[src/design/sud_pkg.sv]
// ============================================================================
// sud_pkg
// Shared constants, types and helpers of the pipelined integer divider.
// ============================================================================
`default_nettype none

package sud_pkg;

    // Working word width of the divider.
    localparam int DATA_WIDTH = 32;

    // Fixed widths of the channel fields.
    localparam int CMD_W   = 2;
    localparam int FIELD_W = 32;

    // Operation codes.
    localparam logic [CMD_W-1:0] CMD_DIV  = 2'd0;
    localparam logic [CMD_W-1:0] CMD_DIVU = 2'd1;
    localparam logic [CMD_W-1:0] CMD_REM  = 2'd2;
    localparam logic [CMD_W-1:0] CMD_REMU = 2'd3;

    typedef logic [DATA_WIDTH-1:0] word_t;

    localparam word_t WORD_ONES = {DATA_WIDTH{1'b1}};
    localparam word_t WORD_SIGN = {1'b1, {(DATA_WIDTH-1){1'b0}}};

    // Item state as it travels down the pipeline.
    typedef struct packed {
        logic  want_rem;  // deliver remainder rather than quotient
        logic  neg;       // negate the delivered result
        logic  special;   // divide by zero or signed overflow
        word_t spec;      // result for the special cases
        word_t mb;        // divisor magnitude
        word_t r;         // partial remainder
        word_t aq;        // dividend bits still to use, quotient bits filling in
    } work_t;

    // Field word to working word: low bits kept, zero-extended if wider.
    function automatic word_t to_word(input logic [FIELD_W-1:0] x);
        logic [63:0] x64;
        x64 = {32'b0, x};
        return x64[DATA_WIDTH-1:0];
    endfunction

    // Working word to field word.
    function automatic logic [FIELD_W-1:0] from_word(input word_t w);
        logic [63:0] w64;
        w64 = 64'(w);
        return w64[FIELD_W-1:0];
    endfunction

endpackage

`default_nettype wire

[src/design/sud_step.sv]
// ============================================================================
// sud_step
// One restoring shift-and-subtract step: yields one quotient bit.
// ============================================================================
`default_nettype none

module sud_step (
    input  wire logic             clk,
    input  wire logic             rst_n,
    input  wire logic             up_valid,
    output logic                  up_ready,
    input  wire sud_pkg::work_t   up_data,
    output logic                  dn_valid,
    input  wire logic             dn_ready,
    output sud_pkg::work_t        dn_data
);
    import sud_pkg::*;

    logic              valid_reg;
    work_t             data_reg;
    work_t             data_next;
    logic [DATA_WIDTH:0] r_wide;
    logic [DATA_WIDTH:0] diff;

    assign up_ready = !valid_reg || dn_ready;

    always_comb
    begin
        // Partial remainder shifted up with the next dividend bit.
        r_wide    = {up_data.r, up_data.aq[DATA_WIDTH-1]};
        diff      = r_wide - {1'b0, up_data.mb};
        data_next = up_data;
        if (!diff[DATA_WIDTH])
        begin
            data_next.r = diff[DATA_WIDTH-1:0];
        end
        else
        begin
            data_next.r = r_wide[DATA_WIDTH-1:0];
        end
        data_next.aq = {up_data.aq[DATA_WIDTH-2:0], ~diff[DATA_WIDTH]};
    end

    always_ff @(posedge clk or negedge rst_n)
    begin
        if (!rst_n)
        begin
            valid_reg <= 1'b0;
        end
        else if (up_ready)
        begin
            valid_reg <= up_valid;
        end
    end

    always_ff @(posedge clk)
    begin
        if (up_valid && up_ready)
        begin
            data_reg <= data_next;
        end
    end

    assign dn_valid = valid_reg;
    assign dn_data  = data_reg;

`ifndef NO_ASSERTIONS
    // Restoring division keeps the partial remainder below the divisor.
    a_rem_below_divisor: assert property (@(posedge clk) disable iff (!rst_n)
        (valid_reg && !data_reg.special) |-> (data_reg.r < data_reg.mb))
        else $error("sud_step: partial remainder not below divisor");

    a_stall_holds_valid: assert property (@(posedge clk) disable iff (!rst_n)
        (valid_reg && !dn_ready) |=> valid_reg)
        else $error("sud_step: beat lost during stall");

    a_stall_holds_data: assert property (@(posedge clk) disable iff (!rst_n)
        (valid_reg && !dn_ready) |=> $stable(data_reg))
        else $error("sud_step: stalled beat changed");
`endif

endmodule

`default_nettype wire

[config.mk]
export PLATFORM = sky130hd
export DESIGN_NAME = sud_step
export DESIGN_NICKNAME = d
export VERILOG_FILES = /design/src/design/sud_pkg.sv /design/src/design/sud_step.sv
export SDC_FILE = /design/constraint.sdc
export NUM_CORES = 1
export LEC_CHECK = 0
export BUFFER_PORTS_ARGS = -buffer_cell sky130_fd_sc_hd__buf_2
export CAP_MARGIN = 20
export CORE_UTILIZATION = 25
export CTS_CLUSTER_SIZE = 20
export DETAILED_ROUTE_END_ITERATION = 16
export GPL_TIMING_DRIVEN = 0
export SKIP_CTS_REPAIR_TIMING = 1
export SLEW_MARGIN = 10
export SYNTH_ARGS = -nofsm -noshare
export SYNTH_HDL_FRONTEND = slang
export SYNTH_SLANG_ARGS = --single-unit
[constraint.sdc]
create_clock -name clk -period 7 [get_ports clk]
set_input_delay 1.4 -clock clk [delete_from_list [all_inputs] [get_ports clk]]
set_output_delay 1.4 -clock clk [all_outputs]
set_load 0.02 [all_outputs]
**Word-level counts from Yosys, hierarchy flattened**

Index checks and enable logic that the tools add are counted.

- Register bits: 132
- Bits of input ports: 135
- Output and inout port bits: 133
- Logic and storage cells: 14

- Add/subtract/negate cells: 1
- Muxes and demuxes: 1
- Bitwise gates (word level): 1
- Reduce and logical (&&, ||, !) cells: 3

Operators by type and width:

| cell | count |
|---|---|
| 33-bit by 32-bit subtractor with 33-bit output | 1 |
| 32-bit 2-to-1 mux | 1 |
| 1-bit logical AND | 1 |
| 1-bit logical NOT | 1 |
| 1-bit logical OR | 1 |
| 1-bit NOT | 1 |

**Logic depth before layout (Yosys ltp)**

- Depth after elaboration: 3
- Mapped depth: 13
- Mapped depth without buffers: 12

**Least setup slack after synthesis**

No wires, ideal clock.

- Path kind: input port to flip-flop
- Start: input port dn_ready
- End: register data_reg, in the netlist dn_data[0] (enable)
- Setup time: 0.505 ns
- Arrival: 4.710 ns
- Data required time: 6.495 ns
- Slack: 1.785 ns
- Stages: 2
- Buffers on the path: 0
- Cells stage by stage: nand2b_1 > and2_1

- Word-level cells in the longest chain between the ends: 2

RTL lines:

| element | line | text |
|---|---|---|
| start, declared | sud_step.sv:14 | `input wire logic dn_ready,` |
| 1-bit logical OR | sud_step.sv:25 | `assign up_ready = !valid_reg \|\| dn_ready;` |
| 1-bit logical AND | sud_step.sv:58 | `if (up_valid && up_ready)` |
| end signal, assigned | sud_step.sv:60 | `data_reg <= data_next;` |
| end, declared | sud_step.sv:20 | `work_t data_reg;` |

Every way passes these cells.
A chain may end at the register's enable or synchronous reset.

==> impl_results.md <==
* Initial DRC Count at 292
* Detailed Route WL at around 18000 um
* Pleak at between 3 and 4 nW
* Layout Nets at 951
* Most frequent cells after synthesis: edfxtp_1, nand2_1, inv_1
* Most area-consuming cells after synthesis: edfxtp_1, ha_1, mux2_4
* DR vias/cell at around 4.3
* Most frequent cell after synthesis: edfxtp_1
* Syn Area/Cell at 12.99 um^2
* Worst Path Required at 7.15 ns
* Antenna Nets Post-Route at 0
* CP endpoint kind: register
* Vias at 4897
* Final Worst Setup Slack at 2.805 ns
* Synthesized area at between 6000 and 7000 um^2
* Uppermost routed layer: met5
* Worst Skew at between 0.01 and 0.015 ns
* Initial Util at 25.54%
* Startpoint Class: input port
* Period minus WS final at 4.195 ns
* Root Driver: clkbuf_16
* Pre-CTS WS at 2.296 ns
* Final global-route overflow total at 0
* Area leader, netlist: edfxtp_1
* CP Data Arrival Time at 4.35 ns
* Register area share after synthesis at 61.56%
* Routed wire per std cell at 15.88 um
* Utilization after layout at between 30% and 40%
* Async S/R FF share, synth at 0.7576%
* M1 WL at roughly 7600 um
* Synth top area share at 61.17%
* DR pass1 iterations at 4
* Ports at about 270
* Syn Inst Count at 495
* Met3 WL post-DR at between 1000 and 1500 um
* Number of antenna violations at the first check in global routing at 4
* CTS clk-pin slew, worst paths at roughly 0.070 ns
* Slew margin rel. at 58.85%
* Die Y at between 150 and 200 um
* RSZ-0062 raised after global routing: no
* Synth Register Bits at 132
* Vias in the first global route at around 4800
* PD cells at between 200 and 300 nW/um^2
* Final Cycle Share at 59.93%
* Status: finished clean
* Worst Max-Slew Pin Slew at 0.6173 ns
* Layout cell share with drive strength beyond 1 at 41.33%
* Final number of setup-violating endpoints at 0
* YS warnings at 0
* Hpwl dp at around 14000 um
* CTS tree: done
* WL met2 at 8485 um
* TritonCTS Sinks at 132
* CP Class: input port to register
* Gp weighted congestion at 0.8390
* Die width at 162.4 um
* Number of synthesized flops with an enable pin at 131
* Maximum clock path buffer count at 2
* Top_reg_cell synth: edfxtp_1
* P&R area growth vs syn at 37.35%
* Max FO, Critical Path at 10
* Clock H-tree levels at 4
* Worst vdd ir at between 0.1 and 0.15 mV
* First-pass GRT wire length at 26670 um
* Number of buffers created by CTS at 17
* Total GRT Usage at 13.61%
* Max Slew Vio Count at 0
* Hold Path Class: register to register
* Largest net degree at the start of global routing at between 40 and 50
* Max Fclk at 238.4 MHz
* Setup TNS at 0 ns
* Clk_lat worst skew at 0.43 ns
* Post-Syn Nets at 663
* IO Port Bufs at ~270
* Drt drc at 0
* Final Hold Viols at 0
* Max_cap viols at 0
* Core Rows at 58
* Library cells used by synthesis at 50
* Die area at 26370 um^2
* Core Area at 25180 um^2
routing by layer:
| layer | track usage (%) | up-vias |
|---|---|---|
| met2 | 22.44 | 175 |
| met1 | 16.27 | 2265 |
| met3 | 4.380 | 27 |
| met5 | 0 | - |
| met4 | 5.703 | 2 |
| li1 | - | 2428 |
sequential cells by signal, indices dropped and copies added (netlist names):
| name | count |
|---|---|
| dn_valid | 1 |
| dn_data | 131 |
critical path, cell delays in order:
cell	delay, ns
buf_2	0.11
inv_1	0.04
ha_1	0.38
a21oi_2	0.26
o211ai_1	0.14
a221o_1	0.35
a211o_1	0.32
o21a_1	0.22
o211ai_4	0.40
clkbuf_1	0.52
o21ai_0	0.20
final timing paths:
check | startpoint | to | slack (ns) | cells after the start
worst min-delay path | dn_valid | dn_valid | 0.56 | 2
worst max-delay path | up_data[77] | dn_data[62] | 2.81 | 11
worst max register to register | dn_valid | dn_data[94] | 5.26 | 3
min in group asynchronous | rst_n | dn_valid | 0.73 | 1
worst min register to register | dn_valid | dn_valid | 0.56 | 2
max in group asynchronous | rst_n | dn_valid | 6.19 | 1
cell families (layout without fill, tap and decap cells):
group,count (synthesis),in the layout,share of synthesized area [%]
AOI/OAI and AO/OA,120,120,12.39
xor gates and xnor gates,24,24,3.268
adders and majority gates,33,33,6.537
buffers and inverters,57,358,3.696
DFF,132,132,61.56
muxes,18,18,4.202
other,0,3,0
and+or+nand+nor,111,111,8.347
per-stage QoR:
stage                     hold slack, ns  cells  instance area (um^2)  power, mW
after floorplan                   0.7826    495                  6431      1.279
after global placement            0.5009   1092                  8180      1.434
after detailed placement          0.5442   1094                  8230      1.437
after CTS                         0.5617   1126                  8826      2.358
after global routing              0.6071   1126                  8826      2.429
final                             0.5604   1129                  8833      2.322
cell type report:
| type | instances | area, um^2 |
|---|---|---|
| clock buffer | 17 | 425.4 |
| multi-input combinational | 306 | 2237 |
| clock inverter | 15 | 170.2 |
| sequential | 132 | 3959 |
| antenna | 3 | 7.507 |
| tap | 330 | 412.9 |
| fill | 2515 | 16350 |
| buffer | 15 | 80.08 |
| inverter | 42 | 157.7 |
| timing repair buffer | 269 | 1384 |
power breakdown:
group / internal, mW / switching, mW
clock: 0.506 / 0.399
combinational: 0.186 / 0.278
sequential: 0.942 / 0.0110
total: 1.63 / 0.688
placed cells by master (no fill, tap or decap), types with 6 or more instances in the layout:
master / instances
a21o_1: 15
and3_1: 6
nor2_1: 16
xor2_1: 10
ha_1: 32
buf_2: 268
o21a_1: 6
nand3_1: 11
o211ai_1: 8
mux2_4: 18
edfxtp_1: 131
xnor2_1: 14
o21ai_0: 24
a21oi_1: 34
clkbuf_16: 17
nand2_1: 44
nand4_1: 7
inv_1: 41
clkbuf_1: 11
nand2b_1: 7
(Power assumes the default switching activity.)
