==> src/design/sud_pkg.sv <==
// ============================================================================
// sud_pkg
// Shared constants, types and helpers of the pipelined integer divider.
// ============================================================================
`default_nettype none

package sud_pkg;

    // Working word width of the divider.
    localparam int DATA_WIDTH = 32;

    // Fixed widths of the channel fields.
    localparam int CMD_W   = 2;
    localparam int FIELD_W = 32;

    // Operation codes.
    localparam logic [CMD_W-1:0] CMD_DIV  = 2'd0;
    localparam logic [CMD_W-1:0] CMD_DIVU = 2'd1;
    localparam logic [CMD_W-1:0] CMD_REM  = 2'd2;
    localparam logic [CMD_W-1:0] CMD_REMU = 2'd3;

    typedef logic [DATA_WIDTH-1:0] word_t;

    localparam word_t WORD_ONES = {DATA_WIDTH{1'b1}};
    localparam word_t WORD_SIGN = {1'b1, {(DATA_WIDTH-1){1'b0}}};

    // Item state as it travels down the pipeline.
    typedef struct packed {
        logic  want_rem;  // deliver remainder rather than quotient
        logic  neg;       // negate the delivered result
        logic  special;   // divide by zero or signed overflow
        word_t spec;      // result for the special cases
        word_t mb;        // divisor magnitude
        word_t r;         // partial remainder
        word_t aq;        // dividend bits still to use, quotient bits filling in
    } work_t;

    // Field word to working word: low bits kept, zero-extended if wider.
    function automatic word_t to_word(input logic [FIELD_W-1:0] x);
        logic [63:0] x64;
        x64 = {32'b0, x};
        return x64[DATA_WIDTH-1:0];
    endfunction

    // Working word to field word.
    function automatic logic [FIELD_W-1:0] from_word(input word_t w);
        logic [63:0] w64;
        w64 = 64'(w);
        return w64[FIELD_W-1:0];
    endfunction

endpackage

`default_nettype wire

==> src/design/sud_rsp_if.sv <==
// ============================================================================
// sud_rsp_if
// Response channel: one result word per beat.
// ============================================================================
`default_nettype none

interface sud_rsp_if;
    logic                         valid;
    logic                         ready;
    logic [sud_pkg::FIELD_W-1:0]  result_word;

    modport source (output valid, result_word, input ready);
    modport sink   (input valid, result_word, output ready);
endinterface

`default_nettype wire

==> src/design/sud_post.sv <==
// ============================================================================
// sud_post
// Exit stage: result selection, sign fix-up and output register.
// ============================================================================
`default_nettype none

module sud_post (
    input  wire logic             clk,
    input  wire logic             rst_n,
    input  wire logic             up_valid,
    output logic                  up_ready,
    input  wire sud_pkg::work_t   up_data,
    sud_rsp_if.source             rsp
);
    import sud_pkg::*;

    logic  valid_reg;
    word_t res_reg;
    word_t res_next;
    word_t mag;

    assign up_ready = !valid_reg || rsp.ready;

    always_comb
    begin
        // After the last step aq holds the quotient.
        mag = up_data.want_rem ? up_data.r : up_data.aq;
        if (up_data.special)
        begin
            res_next = up_data.spec;
        end
        else if (up_data.neg)
        begin
            res_next = ~mag + 1'b1;
        end
        else
        begin
            res_next = mag;
        end
    end

    always_ff @(posedge clk or negedge rst_n)
    begin
        if (!rst_n)
        begin
            valid_reg <= 1'b0;
        end
        else if (up_ready)
        begin
            valid_reg <= up_valid;
        end
    end

    always_ff @(posedge clk)
    begin
        if (up_valid && up_ready)
        begin
            res_reg <= res_next;
        end
    end

    assign rsp.valid       = valid_reg;
    assign rsp.result_word = from_word(res_reg);

endmodule

`default_nettype wire

==> src/flat_wrapper.sv <==
// flat-port wrapper written by rule: the top's interface ports become plain ports
module sud_post_flat import sud_pkg::*;
  (clk, rst_n, up_valid, up_ready, up_data, rsp_valid, rsp_result_word, rsp_ready);
  sud_rsp_if rsp_i ();
  input  wire logic clk;
  input  wire logic rst_n;
  input  wire logic up_valid;
  output logic up_ready;
  input  wire sud_pkg::work_t up_data;
  output wire logic [$bits(rsp_i.valid)-1:0] rsp_valid;
  output wire logic [$bits(rsp_i.result_word)-1:0] rsp_result_word;
  input wire logic [$bits(rsp_i.ready)-1:0] rsp_ready;
  assign rsp_valid = rsp_i.valid;
  assign rsp_result_word = rsp_i.result_word;
  assign rsp_i.ready = rsp_ready;
  sud_post u_core (.clk(clk), .rst_n(rst_n), .up_valid(up_valid), .up_ready(up_ready), .up_data(up_data), .rsp(rsp_i));
endmodule
==> config.mk <==
export PLATFORM = sky130hd
export DESIGN_NAME = sud_post_flat
export DESIGN_NICKNAME = d
export VERILOG_FILES = /design/src/design/sud_pkg.sv /design/src/design/sud_rsp_if.sv /design/src/design/sud_post.sv /design/src/flat_wrapper.sv
export SDC_FILE = /design/constraint.sdc
export NUM_CORES = 1
export LEC_CHECK = 0
export BUFFER_PORTS_ARGS = -buffer_cell sky130_fd_sc_hd__buf_2
export CAP_MARGIN = 10
export CORE_ASPECT_RATIO = 0.6
export CORE_UTILIZATION = 41
export CTS_CLUSTER_SIZE = 14
export DETAILED_ROUTE_END_ITERATION = 16
export GPL_TIMING_DRIVEN = 0
export PLACE_DENSITY = 0.88
export RECOVER_POWER = 100
export SYNTH_ARGS = -nofsm -noshare
export SYNTH_HDL_FRONTEND = slang
export SYNTH_SLANG_ARGS = --single-unit
==> constraint.sdc <==
create_clock -name clk -period 1.8 [get_ports clk]
set_clock_uncertainty 0.15 [all_clocks]
set_input_delay 0.54 -clock clk [delete_from_list [all_inputs] [get_ports clk]]
set_output_delay 0.54 -clock clk [all_outputs]
set_load 0.01 [all_outputs]
[Yosys cells after proc, flatten, opt, wreduce, memory -nomap -nowiden]
Cells that the tools add are included.
Storage, ports and cells
  flip-flop bits (word level): 33
  output and inout bits: 34
Cells by class
  add/subtract/negate cells: 1
  multiplexer cells: 3
  bitwise gates (word level): 1
  reductions and logical operators: 3
Operators by type and width (number)
  two-way mux 32 bit: 3
  adder 32 x 1 -> 32 bit (second input constant): 1
  inverter 32 bit: 1
  logical AND 1 bit: 1
  logical NOT 1 bit: 1
  logical OR 1 bit: 1

[Longest topological paths before layout]
  word-level depth: 5
  mapped depth: 12
  depth with buffers taken out: 7

[Worst setup path before layout]
No wires, ideal clock.
  path type: input port to flip-flop
  from: in up_data[130] (netlist name)
  to: reg u_core.res_reg[18], in the netlist u_core.rsp.result_word[18] (data pin)
  setup time: 0.263 ns
  arrival: 3.090 ns
  data required time: 1.387 ns
  setup slack: -1.702 ns
  stages: 12
  buffers on the path: 5
  cells stage by stage: buf_6 > buf_6 > buf_2 > buf_2 > buf_2 > mux2i_1 > ha_1 > nor4b_2 > o21bai_2 > or3_1 > nor4_1 > nor3_1
Between the ends
  word-level cells in the longest chain between the ends: 5
RTL lines
  start: declaration: line flat_wrapper.sv:9  | input wire sud_pkg::work_t up_data;
  two-way mux 32 bit (*): line sud_post.sv:27  | mag = up_data.want_rem ? up_data.r : up_data.aq;
  inverter 32 bit: line sud_post.sv:34  | res_next = ~mag + 1'b1;
  adder 32 x 1 -> 32 bit: line sud_post.sv:34
  two-way mux 32 bit (*): line sud_post.sv:32  | else if (up_data.neg)
  two-way mux 32 bit (*): line sud_post.sv:28  | if (up_data.special)
  named net u_core.res_next[18]: line sud_post.sv:19  | word_t res_next;
  end signal: assignment: line sud_post.sv:58  | res_reg <= res_next;
  end: declaration: line sud_post.sv:18  | word_t res_reg;
The timed path passes the listed nets; every way through them passes the cells marked *.
A chain may end at the register's enable or synchronous reset.

[Worst setup path in the final report]
  from: in up_data[130] (netlist name)
  to: reg u_core.res_reg[24], in the netlist u_core.rsp.result_word[24] (data pin)
The elaborated chain is that of the path after synthesis.

==> metrics.csv <==
metric,value,unit
core area,0.00694,mm2
Skew-Pair Late Insertion Delay,0.28,ns
remaining antenna violation count,0,
pwr/cell area,561,mW/mm2
Worst Tran Pin Value,1.05,ns
IO buf count,135,
GRT Overall Usage,31.4,%
Mapped Area,0.00304,mm2
Initial Utilization,43.9,%
layout cell share with drive strength beyond 1,47.5,%
largest net degree at the start of global routing,33,
CTS tree,done,
Final min period,2.84,ns
#FFs+latches synth,33,
Placed Cells,564,
LEAKAGE,0.00189,uW
Finished Core Util,68.5,%
1st-iter DRT viols,343,
largest cells by area after synthesis,"edfxtp_1 (32%), mux2i_1 (6.2%), mux2_2 (5.2%), nand2_1 (4.3%), nor2_1 (4.1%)",
failing checks,negative setup slack,
GR Util met3,8.22,%
final hold vios,0,
RSZ-0062 raised after global routing,true,
TritonCTS Buffers,5,
worst path bufs/invs,5,
die height,68.7,um
clock buffer depth,2,
half-perimeter wire length after placement,8400,um
via count,3666,
CP Launch Type,primary input,
Residual DRC,0,
HP Class,primary input to register,
Finished Layout Cells,601,
syn avg cell area,9.25,um2
synth cell count leaders,"nand2_1 (35), nor2_1 (33), edfxtp_1 (32)",
global-route wire length before repair,18400,um
slowest CP cell,or3_4,
syn_nets,465,
Worst Slack Setup Final,-1.04,ns
ys async rst share,3.03,%
Die ar.,0.00778,mm2
Congestion Overflow GR,0,
"Clk pin slew, worst setup/hold paths",0.05,ns
WP data arrival,2.84,ns
clk sinks,33,
CTS root buf,clkbuf_16,
WP data required,1.80,ns
count of cell types in the netlist,57,
ys flop type,edfxtp_1,
H-tree depth,2,
grt met2 use,51.6,%
final setup violation count,31,
synth-to-layout area growth,56.1,%
worst rel slew slack,29.6,%
CP startpoint,up_data[130],
Fmax,0.352,GHz
type of the worst setup path,primary input to register,
Worst path max stage delay,0.44,ns
post-synth top area cell,edfxtp_1,
vias in the first global route,3521,
max-capacitance violation count,0,
Final Cycle Share,158,%
Critical Path Fanout Max,5,
DRT Wirelength,12000,um
status,finished with violations,
# diodes,0,
max reg flops,32,
Synth warnings,0,
Die Span X,113,um
Cells after Synth,329,
std cell rows,23,
Crit path top cell by count,buf_12,
Worst Hold Launch,up_valid,
first drt pass iteration count,5,
Routed WL per cell,20.0,um
initial antenna violation count,0,
area share of the largest cell type after synthesis,31.6,%
reg2reg start,u_core.rsp.valid,
GR met1 Demand/Resource,41.4,%
top-count cell post-synth,nand2_1,
grt peak-use layer,met2,
Critical Path Sink Type,register,
DR vias/cell,6.10,
RePlAce Congestion,0.954,
CP top delay family,simple AND/OR/NAND/NOR gates,
worst path cell trace,"buf_12, buf_12, buf_12, buf_12, buf_12, mux2i_4, ha_4, nor4b_4, o21bai_4, or3_4, o311ai_2, and3_1",
"Seq/Total Area, Yosys",32.4,%
Ports,169,
Peak VDD IR,0.400,mV
Final #Nets,636,
"EDFF count, synth",32,
max-slew violation count,0,
-- repair_timing --
| item | in CTS | in global routing |
|---|---|---|
| hold endpoints to repair | 1 | 0 |
| resized for setup | 78 | 17 |
| hold buffers | 1 | 0 |
| pin swaps | 40 | 10 |
| setup buffers | 28 | 3 |
| cloned | 0 | 0 |
| endpoints found under the setup margin | 31 | 32 |
-- power by group --
| group | switching [uW] | internal (uW) |
|---|---|---|
| logic | 504 | 377 |
| clock network | 339 | 512 |
| registers | 13.4 | 921 |
-- per-layer routing --
layer / wire, um / part of all wire, % / vias up
met2: 5140 / 43 / 269
met4: 266 / 2.2 / 0
li1: - / - / 1625
met3: 1320 / 11 / 43
met5: 0 / 0 / -
met1: 5280 / 44 / 1729
-- worst reg2reg max path: stages (launching register included) --
cell and delay, ns:
dfrtp_1 0.37, nand2b_1 0.10, and2_2 0.70
-- final cells by class --
cell class | instances | area (um2)
multi-input combinational | 276 | 2410
clock buffer | 7 | 133
tap | 100 | 125
timing repair buffer | 164 | 903
clock inverter | 1 | 5.00
inverter | 3 | 11.3
fill | 540 | 2180
sequential | 33 | 986
buffer | 17 | 175
-- final timing paths --
| kind | endpoint | slack, ns | depth (start not counted) |
|---|---|---|---|
| hold reg to reg | u_core.rsp.valid | 0.38 | 2 |
| setup / recovery | u_core.rsp.result_word[24] | -1.04 | 12 |
| max in group asynchronous | u_core.rsp.valid | 1.00 | 2 |
| setup reg to reg | u_core.rsp.result_word[2] | 0.10 | 2 |
| hold / removal | u_core.rsp.valid | 0.31 | 2 |
| min in group asynchronous | u_core.rsp.valid | 0.41 | 2 |
-- placed cells by master (no fill, tap or decap), drive strengths merged, types with 2 or more instances in the layout --
master and instances:
a211oi 3, a21oi 12, a311oi 2, a31oi 2
and3 3, and4 2, buf 137, clkbuf 50
edfxtp 32, inv 3, mux2 14, mux2i 20
nand2 35, nand2b 3, nand3 8, nand4 2
nor2 33, nor3 24, nor3b 10, nor4 12
nor4b 6, o21ai 23, o21bai 2, o221ai 3
o22ai 18, o31ai 5, o41ai 4, or3 2
xnor2 13, xor2 3
-- through the flow --
stage	power [uW]	hold WS [ns]	instance area (um2)	setup slack, ns	TNS (ns)
final	2670	0.313	4750	-1.04	-21.52
after global routing	2760	0.344	4750	-1.09	-23.71
after CTS	2630	0.316	4700	-0.956	-20.29
after detailed placement	1670	0.167	3970	-1.75	-38.96
after global placement	1650	0.165	3970	-1.66	-35.80
after floorplan	1370	0.0944	3170	-1.23	-22.42
-- kinds of logic (layout without fill, tap and decap cells) --
| group | Yosys count | count (layout) | share of synthesized area (%) |
|---|---|---|---|
| adders and majority gates | 1 | 1 | 0.411 |
| AOI/OAI and AO/OA | 79 | 79 | 18.1 |
| and+or+nand+nor | 146 | 146 | 29.1 |
| buffers and inverters | 20 | 192 | 3.49 |
| muxes | 34 | 34 | 11.9 |
| DFF | 33 | 33 | 32.4 |
| xor gates and xnor gates | 16 | 16 | 4.60 |
(Power assumes the default switching activity.)
