===== src/design/sud_pkg.sv =====
// ============================================================================
// sud_pkg
// Shared constants, types and helpers of the pipelined integer divider.
// ============================================================================
`default_nettype none

package sud_pkg;

    // Working word width of the divider.
    localparam int DATA_WIDTH = 32;

    // Fixed widths of the channel fields.
    localparam int CMD_W   = 2;
    localparam int FIELD_W = 32;

    // Operation codes.
    localparam logic [CMD_W-1:0] CMD_DIV  = 2'd0;
    localparam logic [CMD_W-1:0] CMD_DIVU = 2'd1;
    localparam logic [CMD_W-1:0] CMD_REM  = 2'd2;
    localparam logic [CMD_W-1:0] CMD_REMU = 2'd3;

    typedef logic [DATA_WIDTH-1:0] word_t;

    localparam word_t WORD_ONES = {DATA_WIDTH{1'b1}};
    localparam word_t WORD_SIGN = {1'b1, {(DATA_WIDTH-1){1'b0}}};

    // Item state as it travels down the pipeline.
    typedef struct packed {
        logic  want_rem;  // deliver remainder rather than quotient
        logic  neg;       // negate the delivered result
        logic  special;   // divide by zero or signed overflow
        word_t spec;      // result for the special cases
        word_t mb;        // divisor magnitude
        word_t r;         // partial remainder
        word_t aq;        // dividend bits still to use, quotient bits filling in
    } work_t;

    // Field word to working word: low bits kept, zero-extended if wider.
    function automatic word_t to_word(input logic [FIELD_W-1:0] x);
        logic [63:0] x64;
        x64 = {32'b0, x};
        return x64[DATA_WIDTH-1:0];
    endfunction

    // Working word to field word.
    function automatic logic [FIELD_W-1:0] from_word(input word_t w);
        logic [63:0] w64;
        w64 = 64'(w);
        return w64[FIELD_W-1:0];
    endfunction

endpackage

`default_nettype wire


===== src/design/sud_req_if.sv =====
// ============================================================================
// sud_req_if
// Request channel: operation and operand words.
// ============================================================================
`default_nettype none

interface sud_req_if;
    logic                         valid;
    logic                         ready;
    logic [sud_pkg::CMD_W-1:0]    cmd;
    logic [sud_pkg::FIELD_W-1:0]  dividend;
    logic [sud_pkg::FIELD_W-1:0]  divisor;

    modport source (output valid, cmd, dividend, divisor, input ready);
    modport sink   (input valid, cmd, dividend, divisor, output ready);
endinterface

`default_nettype wire


===== src/design/sud_pre.sv =====
// ============================================================================
// sud_pre
// Entry stage: operand magnitudes, sign handling and special cases.
// ============================================================================
`default_nettype none

module sud_pre (
    input  wire logic        clk,
    input  wire logic        rst_n,
    sud_req_if.sink          req,
    output logic             dn_valid,
    input  wire logic        dn_ready,
    output sud_pkg::work_t   dn_data
);
    import sud_pkg::*;

    logic  valid_reg;
    work_t data_reg;
    work_t data_next;

    word_t a;
    word_t b;
    logic  is_signed;
    logic  want_rem;
    logic  an;
    logic  bn;

    assign req.ready = !valid_reg || dn_ready;

    always_comb
    begin
        a         = to_word(req.dividend);
        b         = to_word(req.divisor);
        is_signed = (req.cmd == CMD_DIV) || (req.cmd == CMD_REM);
        want_rem  = (req.cmd == CMD_REM) || (req.cmd == CMD_REMU);
        an        = is_signed && a[DATA_WIDTH-1];
        bn        = is_signed && b[DATA_WIDTH-1];

        data_next.want_rem = want_rem;
        data_next.neg      = want_rem ? an : (an != bn);
        data_next.mb       = bn ? (~b + 1'b1) : b;
        data_next.aq       = an ? (~a + 1'b1) : a;
        data_next.r        = '0;
        data_next.special  = 1'b0;
        data_next.spec     = '0;

        if (b == '0)
        begin
            data_next.special = 1'b1;
            data_next.spec    = want_rem ? a : WORD_ONES;
        end
        else if (is_signed && (a == WORD_SIGN) && (b == WORD_ONES))
        begin
            data_next.special = 1'b1;
            data_next.spec    = want_rem ? '0 : WORD_SIGN;
        end
    end

    always_ff @(posedge clk or negedge rst_n)
    begin
        if (!rst_n)
        begin
            valid_reg <= 1'b0;
        end
        else if (req.ready)
        begin
            valid_reg <= req.valid;
        end
    end

    always_ff @(posedge clk)
    begin
        if (req.valid && req.ready)
        begin
            data_reg <= data_next;
        end
    end

    assign dn_valid = valid_reg;
    assign dn_data  = data_reg;

endmodule

`default_nettype wire


===== src/flat_wrapper.sv =====
// flat-port wrapper written by rule: the top's interface ports become plain ports
module sud_pre_flat import sud_pkg::*;
  (clk, rst_n, dn_valid, dn_ready, dn_data, req_valid, req_cmd, req_dividend, req_divisor, req_ready);
  sud_req_if req_i ();
  input  wire logic clk;
  input  wire logic rst_n;
  output logic dn_valid;
  input  wire logic dn_ready;
  output sud_pkg::work_t dn_data;
  input wire logic [$bits(req_i.valid)-1:0] req_valid;
  input wire logic [$bits(req_i.cmd)-1:0] req_cmd;
  input wire logic [$bits(req_i.dividend)-1:0] req_dividend;
  input wire logic [$bits(req_i.divisor)-1:0] req_divisor;
  output wire logic [$bits(req_i.ready)-1:0] req_ready;
  assign req_i.valid = req_valid;
  assign req_i.cmd = req_cmd;
  assign req_i.dividend = req_dividend;
  assign req_i.divisor = req_divisor;
  assign req_ready = req_i.ready;
  sud_pre u_core (.clk(clk), .rst_n(rst_n), .req(req_i), .dn_valid(dn_valid), .dn_ready(dn_ready), .dn_data(dn_data));
endmodule

===== config.mk =====
export PLATFORM = sky130hd
export DESIGN_NAME = sud_pre_flat
export DESIGN_NICKNAME = d
export VERILOG_FILES = /design/src/design/sud_pkg.sv /design/src/design/sud_req_if.sv /design/src/design/sud_pre.sv /design/src/flat_wrapper.sv
export SDC_FILE = /design/constraint.sdc
export NUM_CORES = 1
export LEC_CHECK = 0
export BUFFER_PORTS_ARGS = -buffer_cell sky130_fd_sc_hd__buf_2
export CELL_PAD_IN_SITES_DETAIL_PLACEMENT = 1
export CELL_PAD_IN_SITES_GLOBAL_PLACEMENT = 1
export CORE_ASPECT_RATIO = 1.4
export CORE_MARGIN = 5
export CORE_UTILIZATION = 40
export DETAILED_ROUTE_END_ITERATION = 12
export GPL_TIMING_DRIVEN = 0
export PLACE_DENSITY = 0.9
export SYNTH_ARGS = -nofsm -noshare
export SYNTH_HDL_FRONTEND = slang
export SYNTH_SLANG_ARGS = --single-unit

===== constraint.sdc =====
create_clock -name clk -period 5.3 [get_ports clk]
set_clock_uncertainty 0.2 [all_clocks]
set_input_delay 0.53 -clock clk [delete_from_list [all_inputs] [get_ports clk]]
set_output_delay 0.53 -clock clk [all_outputs]
set_load 0.005 [all_outputs]

# After elaboration in Yosys (flattened, before gate mapping)
# Index checks and enable logic that the tools add are counted.
totals:
  regBits: 100
  elab_cells: 34
  out_inout_bits: 133
  in_bits: 70
classes:
  bitwise_logic: 2
  n_eq_ne: 5
  n_reduce_logical: 11
  n_addsub: 2
  mux: 7
op_table:
  columns: ["operator", "n"]
  rows:
  - ["$mux W32", 5]
  - ["$add A32 B1 Y32 const B", 2]
  - ["$eq A32 B32 Y1 const B", 2]
  - ["$not A32 Y32", 2]
  - ["$mux W33", 1]
  - ["$logic_not A32 Y1", 1]
  - ["$logic_and A1 B1 Y1", 5]
  - ["$eq A2 B2 Y1 const B", 2]
  - ["$logic_or A1 B1 Y1", 3]
  - ["$logic_not A2 Y1", 1]
  - ["$logic_not A1 Y1", 1]
  - ["$mux W1", 1]
  - ["$ne A1 B1 Y1", 1]

# Logic depth before layout (Yosys ltp)
# Gate-level depths: netlist (run 1).
logic_depth:
  word_depth: 6
  depth_mapped: 8
  mapped_depth_nobuf: 7

# Least setup slack after synthesis (run 1)
# Ideal clock, no wire load.
synth_path:
  kind: "in2reg"
  start: "input port dn_ready"
  end: "register u_core.data_reg (netlist bit u_core.dn_data[0]), enable pin"
  setup_ns: 0.469
  slack_ns: 1.641
  path_stages: 2
  required_time_ns: 4.631
  n_path_buf: 0
  arrival_time_ns: 2.989
  cell_sequence: "nand2b_1 and2_1"
synth_via:
  elab_chain_cells: 2
synth_lines:
  columns: ["element", "line", "text"]
  rows:
  - ["from (decl)", "flat_wrapper.sv:8", "input wire logic dn_ready;"]
  - ["$logic_or A1 B1 Y1", "sud_pre.sv:28", "assign req.ready = !valid_reg || dn_ready;"]
  - ["$logic_and A1 B1 Y1", "sud_pre.sv:73", "if (req.valid && req.ready)"]
  - ["to (signal assigned)", "sud_pre.sv:75", "data_reg <= data_next;"]
  - ["to (decl)", "sud_pre.sv:18", "work_t data_reg;"]
# Every way passes these cells.
# A chain may end at the register's enable or synchronous reset.

==> results.toml, run 1 <==
[status]
status = "finished, final reports clean"

[sta]
finalHoldWorstSlack_ps = 207
drv_slew = 0
final-hold-violation-count = 0
fmax_ghz = 0.393
rsz0062_at_grt = "no"
fin_crit_ps = 2540
setup_tns_ps = 0
min_period_over_period_pct = 48.0
tightest_slew_ps = 728
finalSetupViolCount = 0
slew_headroom_pct = 51.5
layout_setup_ws_ps = 2760

[placement]
dpl_cell_area_um2 = 6300
portBuffers = 169
dp_hpwl_mm = 12.5
place_ws_ps = 2420
gp_congestion = 0.901

[worst_setup_path]
worstPathMaxFanout = 6
worst_setup_path_start_kind = "input pin"
timing.critical_path.from = "req_divisor[4]"
rr_startpoint = "u_core.dn_valid$_DFFE_PN0N_"
cp-endpoint = "u_core.dn_data[94]$_DFFE_PP_"
cp_cell_sequence = "buf_2, or3_1, nor4_2, nand3b_1, o31ai_1, xnor2_1"
required_ps = 5180
max_stage_delay_ps = 540
crit_path_end_kind = "register"
rr_worst_depth = 3
critPathKind = "input pin to register"
worst-path-stages = 6
r2r_slack_ps = 3420
critPathTopFamily = "simple AND/OR/NAND/NOR gates"
slowest_stage = "nor4_2"
cp.arrival_ps = 2430
reg2reg_to = "u_core.dn_data[71]$_DFFE_PP_"
crit_buf_inv = 1

[global_route]
grt_pass1_wl_mm = 24.1
grt_usage_pct = 20.4
antenna_found_initial = 0
grt_max_degree = 73
grt_pass1_vias = 4529
overflow = 0

[routing]
wl_mm = 15.7
via_per_inst = 5.13
drcViolationCount = 0
ant_nets = 0
drtIter0Drc = 133
drt_pre_antenna_iters = 4
wl_per_cell_um = 19.7
vias = 4083

[flow_run]
cap_violations = 0

[finish]
n_fill_cell = 1416
n_antenna_cell = 0
drive_gt1_share_pct = 36.5
nets = 711
post-route-cell-area_um2 = 6630
area_growth_pct = 29.4
multi_input_area_um2 = 1810
seqCellArea_um2 = 3000

[synthesis]
ys_top_cells_by_area = "edfxtp_1 58%, xnor2_1 7.2%, buf_4 4.7%"
synth_area_leader_cell = "edfxtp_1"
ys.flop_type = "edfxtp_1"
ys_types = 44
ys_warn_count = 0
synth.top_cells.by_count = "99 x edfxtp_1, 44 x a21oi_1, 42 x xnor2_1"
async_flop_share_pct = 1.00
yosysMostFrequentCell = "edfxtp_1"
synth_top_area_share_pct = 58.1
seq_area_frac_synth_pct = 58.5
synth_edf_count = 99
netlist_area_um2 = 5120
ys_seq_elements = 100
netlist_instances = 425
syn_area_per_cell_um2 = 12.0

[floorplanning]
rows = 49
ios = 203
fp.dieW_um = 106
start_util_pct = 40.4
core-area_um2 = 12700
dieArea_um2 = 15200
die_h_um = 144

[power]
cellPowerDensity_nw_per_um2 = 288
p_leak_nw = 2.82
finalPower_mw = 1.91
peakVddDrop_mv = 0.166

[min_path]
min_path_type = "input pin to register"
hp-start = "req_dividend[0]"

[clock_tree]
cts_sinks = 100
cts.clk_slew.worst_paths_ps = 80
cts_tree = "done"
post-cts-setup-buffers = 0
clk_path_buf_depth = 2
clk_latency_ps = 340
ctsRootBufferMaster = "clkbuf_16"
cts-buffers-inserted = 9
h-tree-depth = 3
[cells by family (layout without fill, tap and decap cells)]
| logic type | Yosys count | after routing | synth area share [%] |
|---|---|---|---|
| flops | 100 | 100 | 58.5 |
| simple gates | 94 | 94 | 11.9 |
| compound gates | 84 | 84 | 10.2 |
| buf+inv | 84 | 271 | 8.53 |
| xor+xnor | 59 | 59 | 10.1 |
| fa+ha+maj | 3 | 3 | 0.733 |
| other cells | 1 | 32 | 0.0732 |
[where the power goes]
part	internal (mW)	switching, mW	total [mW]
Sequential	0.929	0.0130	0.942
Combinational	0.111	0.153	0.264
Clock	0.380	0.320	0.700
[repair_timing]
item,4_1_cts,5_1_grt
hold endpoints to repair,1,0
hold buffers,1,0
resized for setup,0,0
[per-stage QoR]
step           utilization [%]  cells
6_report                  52.2    796
2_1_floorplan                -    456
3_5_place_dp              49.7    779
5_1_grt                   52.2    796
4_1_cts                   52.2    796
3_3_place_gp              49.4    778
[worst min-delay path by stage]
stage / to / slack (ps) / cells past startpoint
2_1_floorplan: u_core.dn_valid$_DFFE_PN0N_ / 30 / 0
3_3_place_gp: u_core.dn_valid$_DFFE_PN0N_ / 100 / 1
3_5_place_dp: u_core.dn_valid$_DFFE_PN0N_ / 110 / 1
4_1_cts: u_core.dn_data[0]$_DFFE_PP_ / 200 / 1
5_1_grt: u_core.dn_data[0]$_DFFE_PP_ / 190 / 1
6_report: u_core.dn_data[0]$_DFFE_PP_ / 210 / 1
[placed cells by master (no fill, tap or decap), drive strengths merged]
cell type    instances
inv                 42
a31oi                7
nor3                 7
or4                  7
o31ai                5
nand2                5
nor3b                1
or2b                 1
xor2                17
o41ai                6
xnor2               42
conb                32
or4b                 1
edfxtp              99
nand2b               6
bufinv               1
clkbuf              24
and3                 1
buf                203
nor4                11
or3                  6
a41oi                4
nand3                5
nand3b               1
nor2b                4
a21o                 1
o21ai               17
a21oi               44
nand4bb              1
and2                 4
dfrtp                1
nand4                8
ha                   3
nor4b                1
nor2                24
dlygate4sd3          1
[final cells by class]
class,count,share of cell area (%)
sequential,100,45.2
multi-input combinational,272,27.2
timing repair buffer,171,13.3
buffer,48,4.55
clock buffer,9,3.40
tap,153,2.89
inverter,36,2.04
clock inverter,7,1.32
[state kept, by name, indices dropped and copies added (netlist names)]
register         flops
u_core.dn_data      99
u_core.dn_valid      1
[layer usage]
layer  global-route usage (%)  vias up  share of wire, %
li1                         -     1898                 -
met4                     5.25        0               1.3
met3                     6.29       18               7.7
met5                        0        -                 0
met2                     40.2      189                56
met1                     20.8     1978                36
No activity file was read; power rests on OpenSTA's default activity.
==> run 2, diff against run 1 <==
--- a/config.mk
+++ b/config.mk
@@ -10,10 +10,10 @@
 export CELL_PAD_IN_SITES_GLOBAL_PLACEMENT = 1
 export CORE_ASPECT_RATIO = 1.4
 export CORE_MARGIN = 5
-export CORE_UTILIZATION = 40
+export CORE_UTILIZATION = 34
 export DETAILED_ROUTE_END_ITERATION = 12
 export GPL_TIMING_DRIVEN = 0
-export PLACE_DENSITY = 0.9
+export PLACE_DENSITY = 0.82
 export SYNTH_ARGS = -nofsm -noshare
 export SYNTH_HDL_FRONTEND = slang
 export SYNTH_SLANG_ARGS = --single-unit
==> constraint.sdc (replaced) <==
create_clock -name clk -period 2.2 [get_ports clk]
set_clock_uncertainty 0.2 [all_clocks]
set_input_delay 0.22 -clock clk [delete_from_list [all_inputs] [get_ports clk]]
set_output_delay 0.22 -clock clk [all_outputs]
set_load 0.005 [all_outputs]
==> run 2 against run 1 <==
  * Die area increased by 16%
  * Sequential cell count unchanged
  * Non-clock buffer count increased by 6
  * Count of clock-buffer cells in the layout is 1 higher
  * Critical path type unchanged
  * Critical endpoint is now u_core.dn_data[81]$_DFFE_PP_
  * Largest power group unchanged
  * Highest routed layer unchanged
==> results.toml, run 2 (same netlist as run 1, synthesis figures left out) <==
[status]
status = "finished, final reports clean"

[clock_tree]
cts-buffers-inserted = 9
cts.clk_slew.worst_paths_ps = 70
cts_sinks = 100
clk_latency_ps = 350
cts_tree = "done"
h-tree-depth = 3
clk_path_buf_depth = 2
ctsRootBufferMaster = "clkbuf_16"

[routing]
wl_mm = 16.4
drcViolationCount = 0
drt_pre_antenna_iters = 4
via_per_inst = 4.98
vias = 4189
drtIter0Drc = 201
wl_per_cell_um = 19.4
ant_nets = 0

[finish]
nets = 718
final_common_cell = "buf_2"
area_growth_pct = 31.4
largest_reg_flops = 99
n_antenna_cell = 0
layout_common_cells = "171 x buf_2, 99 x edfxtp_1, 44 x a21oi_1"
drive_gt1_share_pct = 36.9

[power]
peakVddDrop_mv = 0.312
p_leak_nw = 2.84
finalPower_mw = 4.48
cellPowerDensity_nw_per_um2 = 666

[placement]
place_ws_ps = -415
gp_congestion = 0.847
dp_hpwl_mm = 12.7
portBuffers = 169

[worst_setup_path]
critPathKind = "input pin to register"
worstPathMaxFanout = 6
worst_setup_path_start_kind = "input pin"
required_ps = 2100
crit_path_end_kind = "register"
cp.arrival_ps = 2100

[sta]
final-hold-violation-count = 0
drv_slew = 0
fmax_ghz = 0.455
layout_setup_ws_ps = 1.52
tightest_slew_ps = 731
finalSetupViolCount = 0
rsz0062_at_grt = "no"
slew_headroom_pct = 51.3
fin_crit_ps = 2200
min_period_over_period_pct = 99.9

[global_route]
grt_pass1_vias = 4567
grt_max_degree = 100
grt_usage_pct = 17.7
antenna_found_initial = 0
overflow = 0
grt_pass1_wl_mm = 24.2

[floorplanning]
rows = 53
dieArea_um2 = 17700
core-area_um2 = 14900
fp.dieW_um = 114
start_util_pct = 34.3
die_h_um = 155
ios = 203

[flow_run]
cap_violations = 0

[min_path]
min_path_type = "input pin to register"
run 2: cell count changes in the layout (fill, tap and decap cells not counted), sizes merged:
cell         before  now
dlygate4sd3       1    7
inv              42   38
clkinv            0    3
and2              4    5
buf             203  204
bufinv            1    0
clkinvlp          0    1
run 2: critical path, cell delays in order:
cell and delay, ps:
buf_2 120, or3_1 480, or4b_1 640, nor3_1 310
a21oi_1 150, xor2_1 170
run 2: routing by layer:
metal,track usage [%],up-vias,part of all wire (%)
li1,-,1917,-
met5,0,-,0
met3,3.54,30,7.2
met4,7.45,0,3.0
met2,33.9,207,54
met1,18.5,2035,36
run 2: repair_timing:
action                     in CTS  in global routing
cloned                          0                  1
setup endpoints to repair       3                138
hold buffers                    7                  0
resized for setup               1                 11
hold endpoints to repair        5                  0
setup buffers                   0                  1
pin swaps                       0                  2
run 2: layout make-up:
cell class | count | area (µm²)
fillers | 1674 | 8190
flip-flops and latches | 100 | 3000
multi-input cells | 273 | 1840
repair buffers | 177 | 923
plain buffers | 48 | 305
well taps | 192 | 240
clock buffers | 10 | 229
inverters | 36 | 135
clock inverters | 6 | 56.3
run 2: metrics by stage:
step / cells / setup TNS, ps / hold WS (ps) / util [%] / area [µm²]
CTS: 840 / 0 / 0.381 / 44.8 / 6680
detailed placement: 817 / -17810 / -202 / 42.4 / 6330
global route: 842 / 0 / 15.4 / 45.1 / 6730
finish: 842 / 0 / 18.0 / 45.1 / 6730
floorplan: 456 / 0 / -276 / - / 5240
global placement: 817 / -14670 / -204 / 42.4 / 6330
run 2: worst paths after layout:
path	startpoint	endpoint	slack (ps)	depth (start not counted)
max in group asynchronous	rst_n	u_core.dn_valid$_DFFE_PN0N_	1180	3
min in group asynchronous	rst_n	u_core.dn_valid$_DFFE_PN0N_	520	3
min reg2reg	u_core.dn_valid$_DFFE_PN0N_	u_core.dn_data[30]$_DFFE_PP_	930	2
max	req_divisor[4]	u_core.dn_data[81]$_DFFE_PP_	2	6
min	req_divisor[2]	u_core.dn_data[66]$_DFFE_PP_	20	2
max reg2reg	u_core.dn_valid$_DFFE_PN0N_	u_core.dn_data[79]$_DFFE_PP_	380	2
run 2: power breakdown:
part | switching [mW] | internal (mW)
combinational | 0.378 | 0.270
clock | 0.766 | 0.791
sequential | 0.0331 | 2.24
total | 1.18 | 3.30
